--- config.mk ---
export PLATFORM = sky130hd
export DESIGN_NAME = message_header_tlv_deframer_flat
export DESIGN_NICKNAME = d
export VERILOG_FILES = /design/src/rtl/mhtd_pkg.sv /design/src/rtl/mhtd_ifs.sv /design/src/rtl/mhtd_front.sv /design/src/rtl/mhtd_queue.sv /design/src/rtl/mhtd_back.sv /design/src/rtl/message_header_tlv_deframer.sv /design/src/flat_wrapper.sv
export SDC_FILE = /design/constraint.sdc
export NUM_CORES = 1
export LEC_CHECK = 0
export BUFFER_PORTS_ARGS = -buffer_cell sky130_fd_sc_hd__buf_2
export CAP_MARGIN = 20
export CORE_ASPECT_RATIO = 1.2
export CORE_UTILIZATION = 48
export CTS_CLUSTER_DIAMETER = 120
export DETAILED_ROUTE_END_ITERATION = 12
export GPL_ROUTABILITY_DRIVEN = 0
export GPL_TIMING_DRIVEN = 1
export PLACE_DENSITY = 0.7
export SLEW_MARGIN = 30
export SYNTH_ARGS = -nofsm -noshare
export SYNTH_HDL_FRONTEND = slang
export SYNTH_HIERARCHICAL = 1
export SYNTH_SLANG_ARGS = --single-unit
export TNS_END_PERCENT = 50
--- constraint.sdc ---
create_clock -name clk -period 10.6 [get_ports clk]
set_clock_uncertainty 0.1 [all_clocks]
set_input_delay 0 -clock clk [delete_from_list [all_inputs] [get_ports clk]]
set_output_delay 0 -clock clk [all_outputs]
set_load 0.005 [all_outputs]
--- src/rtl/mhtd_pkg.sv ---
// ----------------------------------------------------------------------------
// mhtd_pkg: shared types and constants of the message header deframer
// Parser phases, result kinds, the queued result record and field sizes.
// ----------------------------------------------------------------------------
package mhtd_pkg;

	// field sizes of the fixed header
	localparam int LEN_BYTES       = 4;
	localparam int HLEN_BYTES      = 2;
	localparam int ID_BYTES        = 4;
	localparam int MIN_HDR_LEN     = 6;   // id + flags + content type
	localparam int FIXED_AFTER_LEN = 8;   // header length field + MIN_HDR_LEN
	localparam int FCNT_W          = 2;   // counts bytes within a multi-byte field

	localparam int QUEUE_DEPTH = 4;

	typedef enum logic [3:0] {
		PH_LEN,
		PH_HLEN,
		PH_ID,
		PH_FLAGS,
		PH_CTYPE,
		PH_OTYPE,
		PH_OLEN,
		PH_OVAL,
		PH_PAYLOAD,
		PH_DISCARD
	} phase_t;

	typedef enum logic [2:0] {
		KIND_FIXED   = 3'd0,
		KIND_OPTHDR  = 3'd1,
		KIND_OPTVAL  = 3'd2,
		KIND_PAYLOAD = 3'd3,
		KIND_ERROR   = 3'd4
	} kind_t;

	typedef struct packed {
		kind_t       item_kind;
		logic [31:0] total_length;
		logic [15:0] header_length;
		logic [31:0] message_id;
		logic [7:0]  flag_bits;
		logic [7:0]  content_type;
		logic [7:0]  option_type;
		logic [7:0]  option_length;
		logic [7:0]  byte_out;
		logic        last_of_message;
	} item_t;

	typedef struct packed {
		logic not_full;
		logic not_empty;
	} q_status_t;

endpackage

--- src/rtl/mhtd_ifs.sv ---
// ----------------------------------------------------------------------------
// mhtd_ifs: valid/ready channels of the deframer
// Byte input channel and result item output channel.
// ----------------------------------------------------------------------------
interface mhtd_in_if;
	logic       valid;
	logic       ready;
	logic [7:0] data_byte;

	modport source(output valid, output data_byte, input ready);
	modport sink(input valid, input data_byte, output ready);
endinterface

interface mhtd_out_if;
	logic        valid;
	logic        ready;
	logic [2:0]  item_kind;
	logic [31:0] total_length;
	logic [15:0] header_length;
	logic [31:0] message_id;
	logic [7:0]  flag_bits;
	logic [7:0]  content_type;
	logic [7:0]  option_type;
	logic [7:0]  option_length;
	logic [7:0]  byte_out;
	logic        last_of_message;

	modport source(
		output valid, output item_kind, output total_length, output header_length,
		output message_id, output flag_bits, output content_type, output option_type,
		output option_length, output byte_out, output last_of_message, input ready
	);
	modport sink(
		input valid, input item_kind, input total_length, input header_length,
		input message_id, input flag_bits, input content_type, input option_type,
		input option_length, input byte_out, input last_of_message, output ready
	);
endinterface

--- src/rtl/mhtd_front.sv ---
// ----------------------------------------------------------------------------
// mhtd_front: byte parser
// Tracks the layout one byte per cycle while queue has room; pushes raw records.
// ----------------------------------------------------------------------------
module mhtd_front (
	input  logic                  clk,
	input  logic                  arst_n,
	mhtd_in_if.sink               byte_stream,
	input  mhtd_pkg::q_status_t   q_status,
	output logic                  push,
	output mhtd_pkg::item_t       push_item
);

	mhtd_pkg::phase_t phase_q, phase_d;
	logic [mhtd_pkg::FCNT_W-1:0] fcnt_q, fcnt_d;
	logic [31:0] len_q, len_d;
	logic [15:0] hlen_q, hlen_d;
	logic [31:0] id_q, id_d;
	logic [7:0]  flags_q, flags_d;
	logic [7:0]  ctype_q, ctype_d;
	logic [15:0] opt_left_q, opt_left_d;
	logic [7:0]  otype_q, otype_d;
	logic [7:0]  olen_q, olen_d;
	logic [7:0]  oleft_q, oleft_d;
	logic [31:0] msg_left_q, msg_left_d;

	logic        accept;
	logic        emit;
	logic [7:0]  b;
	logic [31:0] msg_dec;
	logic        msg_dec_zero;
	logic [15:0] opt_dec;
	logic        opt_dec_nz;
	logic        hdr_err;
	logic [31:0] len_sub;
	mhtd_pkg::kind_t kind;
	logic        last;

	assign byte_stream.ready = q_status.not_full;
	assign accept = byte_stream.valid && byte_stream.ready;
	assign b      = byte_stream.data_byte;

	// saturating decrements of the two running counts
	assign msg_dec      = msg_left_q - {31'd0, (msg_left_q != 32'd0)};
	assign msg_dec_zero = (msg_left_q <= 32'd1);
	assign opt_dec      = opt_left_q - {15'd0, (opt_left_q != 16'd0)};
	assign opt_dec_nz   = (opt_left_q >= 16'd2);

	assign len_sub = len_q - 32'(mhtd_pkg::FIXED_AFTER_LEN);
	assign hdr_err = (hlen_q < 16'(mhtd_pkg::MIN_HDR_LEN)) ||
		({1'b0, len_q} < ({17'd0, hlen_q} + 33'(mhtd_pkg::HLEN_BYTES)));

	always_comb begin
		phase_d    = phase_q;
		fcnt_d     = fcnt_q;
		len_d      = len_q;
		hlen_d     = hlen_q;
		id_d       = id_q;
		flags_d    = flags_q;
		ctype_d    = ctype_q;
		opt_left_d = opt_left_q;
		otype_d    = otype_q;
		olen_d     = olen_q;
		oleft_d    = oleft_q;
		msg_left_d = msg_left_q;
		emit       = 1'b0;
		kind       = mhtd_pkg::KIND_PAYLOAD;
		last       = 1'b0;
		case (phase_q)
			mhtd_pkg::PH_LEN: begin
				len_d  = {len_q[23:0], b};
				fcnt_d = fcnt_q + 1'b1;
				if (fcnt_q == mhtd_pkg::FCNT_W'(mhtd_pkg::LEN_BYTES - 1)) begin
					fcnt_d  = '0;
					phase_d = mhtd_pkg::PH_HLEN;
				end
			end
			mhtd_pkg::PH_HLEN: begin
				hlen_d = {hlen_q[7:0], b};
				fcnt_d = fcnt_q + 1'b1;
				if (fcnt_q == mhtd_pkg::FCNT_W'(mhtd_pkg::HLEN_BYTES - 1)) begin
					fcnt_d  = '0;
					phase_d = mhtd_pkg::PH_ID;
				end
			end
			mhtd_pkg::PH_ID: begin
				id_d   = {id_q[23:0], b};
				fcnt_d = fcnt_q + 1'b1;
				if (fcnt_q == mhtd_pkg::FCNT_W'(mhtd_pkg::ID_BYTES - 1)) begin
					fcnt_d  = '0;
					phase_d = mhtd_pkg::PH_FLAGS;
				end
			end
			mhtd_pkg::PH_FLAGS: begin
				flags_d = b;
				phase_d = mhtd_pkg::PH_CTYPE;
			end
			mhtd_pkg::PH_CTYPE: begin
				ctype_d = b;
				otype_d = '0;
				olen_d  = '0;
				oleft_d = '0;
				emit    = 1'b1;
				if (hdr_err) begin
					// bad header: drop what is left of the message, if any
					opt_left_d = '0;
					msg_left_d = (len_q > 32'(mhtd_pkg::FIXED_AFTER_LEN)) ? len_sub : 32'd0;
					kind       = mhtd_pkg::KIND_ERROR;
					last       = 1'b1;
					phase_d    = (len_q > 32'(mhtd_pkg::FIXED_AFTER_LEN)) ?
						mhtd_pkg::PH_DISCARD : mhtd_pkg::PH_LEN;
				end else begin
					opt_left_d = hlen_q - 16'(mhtd_pkg::MIN_HDR_LEN);
					msg_left_d = len_sub;
					kind       = mhtd_pkg::KIND_FIXED;
					last       = (len_sub == 32'd0);
					if (len_sub == 32'd0)
						phase_d = mhtd_pkg::PH_LEN;
					else if (hlen_q != 16'(mhtd_pkg::MIN_HDR_LEN))
						phase_d = mhtd_pkg::PH_OTYPE;
					else
						phase_d = mhtd_pkg::PH_PAYLOAD;
				end
			end
			mhtd_pkg::PH_OTYPE: begin
				msg_left_d = msg_dec;
				if (!opt_dec_nz) begin
					// type byte with no room for its length byte
					opt_left_d = '0;
					emit       = 1'b1;
					kind       = mhtd_pkg::KIND_ERROR;
					last       = 1'b1;
					phase_d    = msg_dec_zero ? mhtd_pkg::PH_LEN : mhtd_pkg::PH_DISCARD;
				end else begin
					opt_left_d = opt_dec;
					otype_d    = b;
					olen_d     = '0;
					oleft_d    = '0;
					phase_d    = mhtd_pkg::PH_OLEN;
				end
			end
			mhtd_pkg::PH_OLEN: begin
				msg_left_d = msg_dec;
				emit       = 1'b1;
				if ({8'd0, b} > opt_dec) begin
					// value overruns the header area
					opt_left_d = '0;
					kind       = mhtd_pkg::KIND_ERROR;
					last       = 1'b1;
					phase_d    = msg_dec_zero ? mhtd_pkg::PH_LEN : mhtd_pkg::PH_DISCARD;
				end else begin
					opt_left_d = opt_dec;
					olen_d     = b;
					oleft_d    = b;
					kind       = mhtd_pkg::KIND_OPTHDR;
					last       = msg_dec_zero;
					if (b != 8'd0)
						phase_d = mhtd_pkg::PH_OVAL;
					else if (msg_dec_zero)
						phase_d = mhtd_pkg::PH_LEN;
					else if (opt_dec_nz)
						phase_d = mhtd_pkg::PH_OTYPE;
					else
						phase_d = mhtd_pkg::PH_PAYLOAD;
				end
			end
			mhtd_pkg::PH_OVAL: begin
				msg_left_d = msg_dec;
				opt_left_d = opt_dec;
				oleft_d    = oleft_q - {7'd0, (oleft_q != 8'd0)};
				emit       = 1'b1;
				kind       = mhtd_pkg::KIND_OPTVAL;
				last       = msg_dec_zero;
				if (oleft_q <= 8'd1) begin
					if (msg_dec_zero)
						phase_d = mhtd_pkg::PH_LEN;
					else if (opt_dec_nz)
						phase_d = mhtd_pkg::PH_OTYPE;
					else
						phase_d = mhtd_pkg::PH_PAYLOAD;
				end
			end
			mhtd_pkg::PH_PAYLOAD: begin
				msg_left_d = msg_dec;
				emit       = 1'b1;
				kind       = mhtd_pkg::KIND_PAYLOAD;
				last       = msg_dec_zero;
				if (msg_dec_zero)
					phase_d = mhtd_pkg::PH_LEN;
			end
			mhtd_pkg::PH_DISCARD: begin
				msg_left_d = msg_dec;
				if (msg_dec_zero)
					phase_d = mhtd_pkg::PH_LEN;
			end
			default: begin
				phase_d = mhtd_pkg::PH_LEN;
				fcnt_d  = '0;
			end
		endcase
	end

	// raw record; the back end clears fields that do not belong to the kind
	always_comb begin
		push_item.item_kind       = kind;
		push_item.total_length    = len_q;
		push_item.header_length   = hlen_q;
		push_item.message_id      = id_q;
		push_item.flag_bits       = flags_q;
		push_item.content_type    = (phase_q == mhtd_pkg::PH_CTYPE) ? b : ctype_q;
		push_item.option_type     = otype_q;
		push_item.option_length   = (phase_q == mhtd_pkg::PH_OLEN) ? b : olen_q;
		push_item.byte_out        = b;
		push_item.last_of_message = last;
	end

	assign push = accept && emit;

	always_ff @(posedge clk or negedge arst_n) begin
		if (!arst_n) begin
			phase_q    <= mhtd_pkg::PH_LEN;
			fcnt_q     <= '0;
			len_q      <= '0;
			hlen_q     <= '0;
			id_q       <= '0;
			flags_q    <= '0;
			ctype_q    <= '0;
			opt_left_q <= '0;
			otype_q    <= '0;
			olen_q     <= '0;
			oleft_q    <= '0;
			msg_left_q <= '0;
		end else if (accept) begin
			phase_q    <= phase_d;
			fcnt_q     <= fcnt_d;
			len_q      <= len_d;
			hlen_q     <= hlen_d;
			id_q       <= id_d;
			flags_q    <= flags_d;
			ctype_q    <= ctype_d;
			opt_left_q <= opt_left_d;
			otype_q    <= otype_d;
			olen_q     <= olen_d;
			oleft_q    <= oleft_d;
			msg_left_q <= msg_left_d;
		end
	end

	a_error_is_last: assert property (@(posedge clk) disable iff (!arst_n)
		push && (push_item.item_kind == mhtd_pkg::KIND_ERROR) |-> push_item.last_of_message)
		else $error("error item without end of message");

	a_opt_within_msg: assert property (@(posedge clk) disable iff (!arst_n)
		(phase_q == mhtd_pkg::PH_OTYPE || phase_q == mhtd_pkg::PH_OLEN ||
		 phase_q == mhtd_pkg::PH_OVAL) |->
		 (msg_left_q[31:16] != 16'd0 || opt_left_q <= msg_left_q[15:0]))
		else $error("option area runs past the message");

	a_last_restarts: assert property (@(posedge clk) disable iff (!arst_n)
		push && push_item.last_of_message &&
		(push_item.item_kind != mhtd_pkg::KIND_ERROR) |=> (phase_q == mhtd_pkg::PH_LEN))
		else $error("parser not back at length field after last item");

endmodule

--- src/rtl/mhtd_queue.sv ---
// ----------------------------------------------------------------------------
// mhtd_queue: short result queue
// Flop-based FIFO between the parser and the output stage.
// ----------------------------------------------------------------------------
module mhtd_queue #(
	parameter int DEPTH = mhtd_pkg::QUEUE_DEPTH
) (
	input  logic                clk,
	input  logic                arst_n,
	input  logic                push,
	input  mhtd_pkg::item_t     push_item,
	input  logic                pop,
	output mhtd_pkg::item_t     pop_item,
	output mhtd_pkg::q_status_t status
);

	localparam int PTR_W = (DEPTH > 1) ? $clog2(DEPTH) : 1;
	localparam int CNT_W = $clog2(DEPTH + 1);

	mhtd_pkg::item_t  mem_q [DEPTH];
	logic [PTR_W-1:0] wr_ptr_q, rd_ptr_q;
	logic [CNT_W-1:0] count_q;

	assign status.not_full  = (count_q != CNT_W'(DEPTH));
	assign status.not_empty = (count_q != '0);
	assign pop_item = mem_q[rd_ptr_q];

	always_ff @(posedge clk) begin
		if (push)
			mem_q[wr_ptr_q] <= push_item;
	end

	always_ff @(posedge clk or negedge arst_n) begin
		if (!arst_n) begin
			wr_ptr_q <= '0;
			rd_ptr_q <= '0;
			count_q  <= '0;
		end else begin
			if (push)
				wr_ptr_q <= (wr_ptr_q == PTR_W'(DEPTH - 1)) ? '0 : wr_ptr_q + 1'b1;
			if (pop)
				rd_ptr_q <= (rd_ptr_q == PTR_W'(DEPTH - 1)) ? '0 : rd_ptr_q + 1'b1;
			if (push && !pop)
				count_q <= count_q + 1'b1;
			else if (pop && !push)
				count_q <= count_q - 1'b1;
		end
	end

	a_count_bound: assert property (@(posedge clk) disable iff (!arst_n)
		count_q <= CNT_W'(DEPTH))
		else $error("queue count beyond depth");

	a_count_track: assert property (@(posedge clk) disable iff (!arst_n)
		push && !pop |=> count_q == $past(count_q) + 1'b1)
		else $error("queue count lost a push");

endmodule

--- src/rtl/mhtd_back.sv ---
// ----------------------------------------------------------------------------
// mhtd_back: output stage
// Pops queued records, clears fields per kind and holds the result register.
// ----------------------------------------------------------------------------
module mhtd_back (
	input  logic                clk,
	input  logic                arst_n,
	input  mhtd_pkg::q_status_t q_status,
	input  mhtd_pkg::item_t     pop_item,
	output logic                pop,
	mhtd_out_if.source          item_stream
);

	mhtd_pkg::item_t out_q, fmt;
	logic            valid_q;
	logic            opt_kind;
	logic            byte_kind;

	assign pop = q_status.not_empty && (!valid_q || item_stream.ready);

	assign opt_kind  = (pop_item.item_kind == mhtd_pkg::KIND_OPTHDR) ||
	                   (pop_item.item_kind == mhtd_pkg::KIND_OPTVAL);
	assign byte_kind = (pop_item.item_kind == mhtd_pkg::KIND_OPTVAL) ||
	                   (pop_item.item_kind == mhtd_pkg::KIND_PAYLOAD);

	always_comb begin
		fmt = pop_item;
		if (!opt_kind) begin
			fmt.option_type   = '0;
			fmt.option_length = '0;
		end
		if (!byte_kind)
			fmt.byte_out = '0;
	end

	always_ff @(posedge clk) begin
		if (pop)
			out_q <= fmt;
	end

	always_ff @(posedge clk or negedge arst_n) begin
		if (!arst_n)
			valid_q <= 1'b0;
		else if (pop)
			valid_q <= 1'b1;
		else if (item_stream.ready)
			valid_q <= 1'b0;
	end

	assign item_stream.valid           = valid_q;
	assign item_stream.item_kind       = out_q.item_kind;
	assign item_stream.total_length    = out_q.total_length;
	assign item_stream.header_length   = out_q.header_length;
	assign item_stream.message_id      = out_q.message_id;
	assign item_stream.flag_bits       = out_q.flag_bits;
	assign item_stream.content_type    = out_q.content_type;
	assign item_stream.option_type     = out_q.option_type;
	assign item_stream.option_length   = out_q.option_length;
	assign item_stream.byte_out        = out_q.byte_out;
	assign item_stream.last_of_message = out_q.last_of_message;

endmodule

--- src/rtl/message_header_tlv_deframer.sv ---
// ----------------------------------------------------------------------------
// message_header_tlv_deframer: message stream deframer with option headers
// Splits a framed byte stream into header, option and payload result items.
// ----------------------------------------------------------------------------
// Path: a byte that produces a result enters the result queue at the edge that
//   accepts it and then moves to the output register that drives item_stream.
// Throughput: one byte per cycle; ready falls only while the result queue
//   (QUEUE_DEPTH entries) is full; the parser never holds a byte back.
// Reset: arst_n clears the parser to the first length byte, empties the queue
//   and drops the output valid; no clearing pass is needed.
// ----------------------------------------------------------------------------
module message_header_tlv_deframer #(
	parameter int QUEUE_DEPTH = mhtd_pkg::QUEUE_DEPTH
) (
	input  logic       clk,
	input  logic       arst_n,
	mhtd_in_if.sink    byte_stream,
	mhtd_out_if.source item_stream
);

	// parser -> queue request path
	logic                push;
	mhtd_pkg::item_t     push_item;
	// queue -> output stage
	logic                pop;
	mhtd_pkg::item_t     pop_item;
	mhtd_pkg::q_status_t q_status;

	// front: one byte per cycle, stalls only on a full queue
	mhtd_front u_front (
		.clk         (clk),
		.arst_n      (arst_n),
		.byte_stream (byte_stream),
		.q_status    (q_status),
		.push        (push),
		.push_item   (push_item)
	);

	// decouples parser from output back-pressure
	mhtd_queue #(
		.DEPTH (QUEUE_DEPTH)
	) u_queue (
		.clk       (clk),
		.arst_n    (arst_n),
		.push      (push),
		.push_item (push_item),
		.pop       (pop),
		.pop_item  (pop_item),
		.status    (q_status)
	);

	// back: field cleanup and the output register
	mhtd_back u_back (
		.clk         (clk),
		.arst_n      (arst_n),
		.q_status    (q_status),
		.pop_item    (pop_item),
		.pop         (pop),
		.item_stream (item_stream)
	);

endmodule

--- src/flat_wrapper.sv ---
// flat-port wrapper written by rule: the top's interface ports become plain ports
module message_header_tlv_deframer_flat 
#(
	parameter int QUEUE_DEPTH = mhtd_pkg::QUEUE_DEPTH
)
  (clk, arst_n, byte_stream_valid, byte_stream_data_byte, byte_stream_ready, item_stream_valid, item_stream_item_kind, item_stream_total_length, item_stream_header_length, item_stream_message_id, item_stream_flag_bits, item_stream_content_type, item_stream_option_type, item_stream_option_length, item_stream_byte_out, item_stream_last_of_message, item_stream_ready);
  mhtd_in_if byte_stream_i ();
  mhtd_out_if item_stream_i ();
  input  logic clk;
  input  logic arst_n;
  input wire logic [$bits(byte_stream_i.valid)-1:0] byte_stream_valid;
  input wire logic [$bits(byte_stream_i.data_byte)-1:0] byte_stream_data_byte;
  output wire logic [$bits(byte_stream_i.ready)-1:0] byte_stream_ready;
  output wire logic [$bits(item_stream_i.valid)-1:0] item_stream_valid;
  output wire logic [$bits(item_stream_i.item_kind)-1:0] item_stream_item_kind;
  output wire logic [$bits(item_stream_i.total_length)-1:0] item_stream_total_length;
  output wire logic [$bits(item_stream_i.header_length)-1:0] item_stream_header_length;
  output wire logic [$bits(item_stream_i.message_id)-1:0] item_stream_message_id;
  output wire logic [$bits(item_stream_i.flag_bits)-1:0] item_stream_flag_bits;
  output wire logic [$bits(item_stream_i.content_type)-1:0] item_stream_content_type;
  output wire logic [$bits(item_stream_i.option_type)-1:0] item_stream_option_type;
  output wire logic [$bits(item_stream_i.option_length)-1:0] item_stream_option_length;
  output wire logic [$bits(item_stream_i.byte_out)-1:0] item_stream_byte_out;
  output wire logic [$bits(item_stream_i.last_of_message)-1:0] item_stream_last_of_message;
  input wire logic [$bits(item_stream_i.ready)-1:0] item_stream_ready;
  assign byte_stream_i.valid = byte_stream_valid;
  assign byte_stream_i.data_byte = byte_stream_data_byte;
  assign byte_stream_ready = byte_stream_i.ready;
  assign item_stream_valid = item_stream_i.valid;
  assign item_stream_item_kind = item_stream_i.item_kind;
  assign item_stream_total_length = item_stream_i.total_length;
  assign item_stream_header_length = item_stream_i.header_length;
  assign item_stream_message_id = item_stream_i.message_id;
  assign item_stream_flag_bits = item_stream_i.flag_bits;
  assign item_stream_content_type = item_stream_i.content_type;
  assign item_stream_option_type = item_stream_i.option_type;
  assign item_stream_option_length = item_stream_i.option_length;
  assign item_stream_byte_out = item_stream_i.byte_out;
  assign item_stream_last_of_message = item_stream_i.last_of_message;
  assign item_stream_i.ready = item_stream_ready;
  message_header_tlv_deframer #(.QUEUE_DEPTH(QUEUE_DEPTH)) u_core (.clk(clk), .arst_n(arst_n), .byte_stream(byte_stream_i), .item_stream(item_stream_i));
endmodule
==> run_results.csv <==
group,metric,value,unit
global_routing,grt_usage,0.2051,
sta,rsz0062_at_grt,"no",
job,cap_violations,0,
route,drtIter0Drc,1441,
global_routing,grt_max_degree,99,
power,p_leak,13.12,nW
clock_network,cts_buffers,77,
sta,slew_viol_final,0,
die,start_util,0.4865,
run_status,status,"finished clean",
global_routing,grt.overflow.total,0,
power,powerDensity,302.3,mW/mm^2
sta,fin_tns_setup,0,ns
yosys,synth_area,0.03267,mm^2
sta,period_needed,5.268,ns
yosys,synth.distinct_cells,77,
die,fp.dieArea,0.06910,mm^2
die,row_count,104,
die,ios,138,
clock_network,cts_tree,"yes",
placement,hpwl,41820,um
global_routing,grt_pass1_wl,106900,um
worst_setup_path,crit_fanout,25,
route,viasPerCell,5.780,
global_routing,first_global_vias,18110,
worst_setup_path,cp.required,11.02,ns
clock_network,clock_tree.root_cell,"clkbuf_16",
sta,tightestPinTransition,0.9737,ns
route,ant_nets,0,
layout,n_antenna_cell,0,
clock_network,cts_num_sinks,802,
worst_setup_path,crit_top_cell,"ha_1",
layout,final_cell_mix,"620 x edfxtp_1, 180 x dfrtp_1, 142 x nand2_1, 136 x buf_2, 124 x mux4_2",
layout,area_growth,13.38,%
clock_network,ctsLongestPathBuffers,3,
clock_network,post_cts_buffers,0,
yosys,synth_edf_count,620,
sta,max_freq,189.8,MHz
die,die_h,287.8,um
clock_network,htreeDepth,3,
placement,dp.cells,2903,
yosys,syn_nets,2005,
die,die_x,240.1,um
worst_setup_path,criticalPathCategory,"reg2reg",
yosys,synth_warnings,6,
route,wl_per_cell,22.65,um
route,drc_errors,0,
yosys,synth_top_flop_cell,"edfxtp_1",
worst_setup_path,crit_chain,"or4_1 > nor2_1 > and3_1 > nand2_1 > ha_1 > ha_1 > nor3b_1 > nand2b_1 > xnor2_1 > ha_1 > nand4_1 > o21ai_0 > a2111oi_4 > o2111ai_4 > o221ai_4 > nand2b_1 > nand2_1 > o21ai_0",
yosys,yosysSeqAreaShare,0.7094,
layout,nNetsFinal,2153,
min_path,hp-class,"in2reg",
sta,finalCritPeriodShare,0.4970,
clock_network,insertion_delay,0.63,ns
yosys,ys_ff_latch,802,
yosys,async_flop_share,0.2269,
die,core,0.06714,mm^2
global_routing,antenna_found_initial,0,
yosys,synthCells,1951,
power,irDropWorstVdd,0.1450,mV
layout,drive_above_1_share,0.2510,
sta,slew_headroom,0.3460,
clock_network,post_cts_resized,0,
layout,fin_cells,3064,
worst_setup_path,end_kind,"register",
sta,finalSetupViolations,0,
clock_network,clk_pin_slew_worst_paths,0.06,ns
sta,final-hold-violation-count,0,
yosys,avgSynthCellArea,16.74,um^2
worst_setup_path,cpMaxStageDelayCell,"or4_1",
layout,layout_commonest_cell,"edfxtp_1",
route,totalWireLength,69400,um
route,vias,17710,
worst_setup_path,start_kind,"register",
worst_setup_path,max_stage_delay,0.69,ns
placement,portBuffers,137,
worst_setup_path,worstPathArrival,5.69,ns
route,first_pass_iters,8,
-- cells in the mapped netlist, drive strengths merged, types with 13 or more instances --
library cell,instances,area [um^2]
edfxtp,620,18620
dfrtp,182,4554
nand2,142,533.0
mux4,124,2793
o21ai,100,504.2
mux2,94,1059
nor2,72,275.3
a21oi,62,310.3
clkbuf,55,206.5
buf,50,315.3
ha,41,513.0
nor3,41,205.2
nor4,36,231.5
xnor2,34,305.3
inv,29,108.9
xor2,28,245.2
nand3,26,130.1
nor3b,21,207.7
and2,17,106.4
nand2b,17,106.4
or3,15,93.84
or4,15,116.4
o221ai,13,131.4
-- stage by stage --
step / cell area (um^2) / worst slack (ns) / power [mW] / util / hold slack, ns
final: 37030 / 5.332 / 11.20 / 0.5516 / 0.1290
after global routing: 37030 / 4.970 / 11.76 / 0.5516 / 0.1571
after CTS: 36910 / 5.399 / 11.29 / 0.5497 / 0.1061
after global placement: 34140 / 5.617 / 8.361 / 0.5085 / 0.09866
after floorplan: 32670 / 5.247 / 7.368 / - / -0.3956
after detailed placement: 34190 / 5.458 / 8.498 / 0.5092 / 0.09279
-- routing by layer --
layer	wire length, um	global-route usage
met4	2120	0.07739
met5	0	0
met3	3709	0.02877
met1	27250	0.2552
met2	36320	0.3626
-- sequential cells by signal, summed over array words and instances, names as in the netlist, 16 cells and up --
signal and flops:
u_core/u_back/item_stream.message_id 32, u_core/u_front/msg_left_q 32, u_core/u_front/id_q 32, u_core/u_back/item_stream.header_length 16, u_core/u_front/len_q 32, u_core/u_front/hlen_q 16, u_core/u_front/opt_left_q 16, u_core/u_queue/mem_q 496
u_core/u_back/item_stream.total_length 32
-- cell type report --
cell class | count | area [um^2]
sequential | 802 | 23180
fill | 5222 | 30110
clock inverter | 38 | 366.6
timing repair buffer | 174 | 1121
clock buffer | 105 | 2227
tap | 901 | 1127
multi-input combinational | 1015 | 8904
inverter | 29 | 108.9
-- worst paths after layout --
path                                                           from                                           to  slack, ns  depth (start not counted)
hold / removal                                    item_stream_ready  u_core/u_back/item_stream.valid$_DFFE_PN0P_       0.13                          4
min in group asynchronous                                    arst_n        u_core/u_front/otype_q[6]$_DFFE_PN0P_       0.25                          3
setup / recovery           u_core/u_front/opt_left_q[8]$_DFFE_PN0P_         u_core/u_front/olen_q[2]$_DFFE_PN0P_       5.33                         18
setup reg to reg           u_core/u_front/opt_left_q[8]$_DFFE_PN0P_         u_core/u_front/olen_q[2]$_DFFE_PN0P_       5.33                         18
hold reg to reg               u_core/u_front/ctype_q[0]$_DFFE_PN0P_        u_core/u_front/ctype_q[0]$_DFFE_PN0P_       0.38                          2
max in group asynchronous                                    arst_n       u_core/u_queue/rd_ptr_q[1]$_DFFE_PN0P_       8.63                          5
-- report_power, final --
part	internal, mW	switching, mW	total, mW
Sequential	4.57	0.735	5.30
Combinational	1.38	1.76	3.14
Clock	1.57	1.18	2.75
Total	7.52	3.68	11.2
-- worst max-delay path, delay by kind of cell, from the launching register on --
family          cells  cell delay [ns]
flops               1             0.42
fa+ha+maj           3             0.76
simple gates        9             2.28
compound gates      5             1.44
xor+xnor            1             0.15
-- cell families (layout without fill, tap and decap cells) --
| logic type | Yosys count | count (layout) | synth area share |
|---|---|---|---|
| AOI/OAI and AO/OA | 249 | 249 | 0.04964 |
| buffers and inverters | 134 | 346 | 0.01931 |
| xor gates and xnor gates | 62 | 62 | 0.01685 |
| muxes | 221 | 221 | 0.1188 |
| adders and majority gates | 42 | 42 | 0.01632 |
| DFF | 802 | 802 | 0.7094 |
| and+or+nand+nor | 441 | 441 | 0.06967 |
-- what timing repair did --
action | in CTS | in global routing
hold endpoints to repair | 224 | 0
endpoints found under the setup margin | 0 | 0
hold buffers | 13 | 0
(Power assumes the default switching activity.)
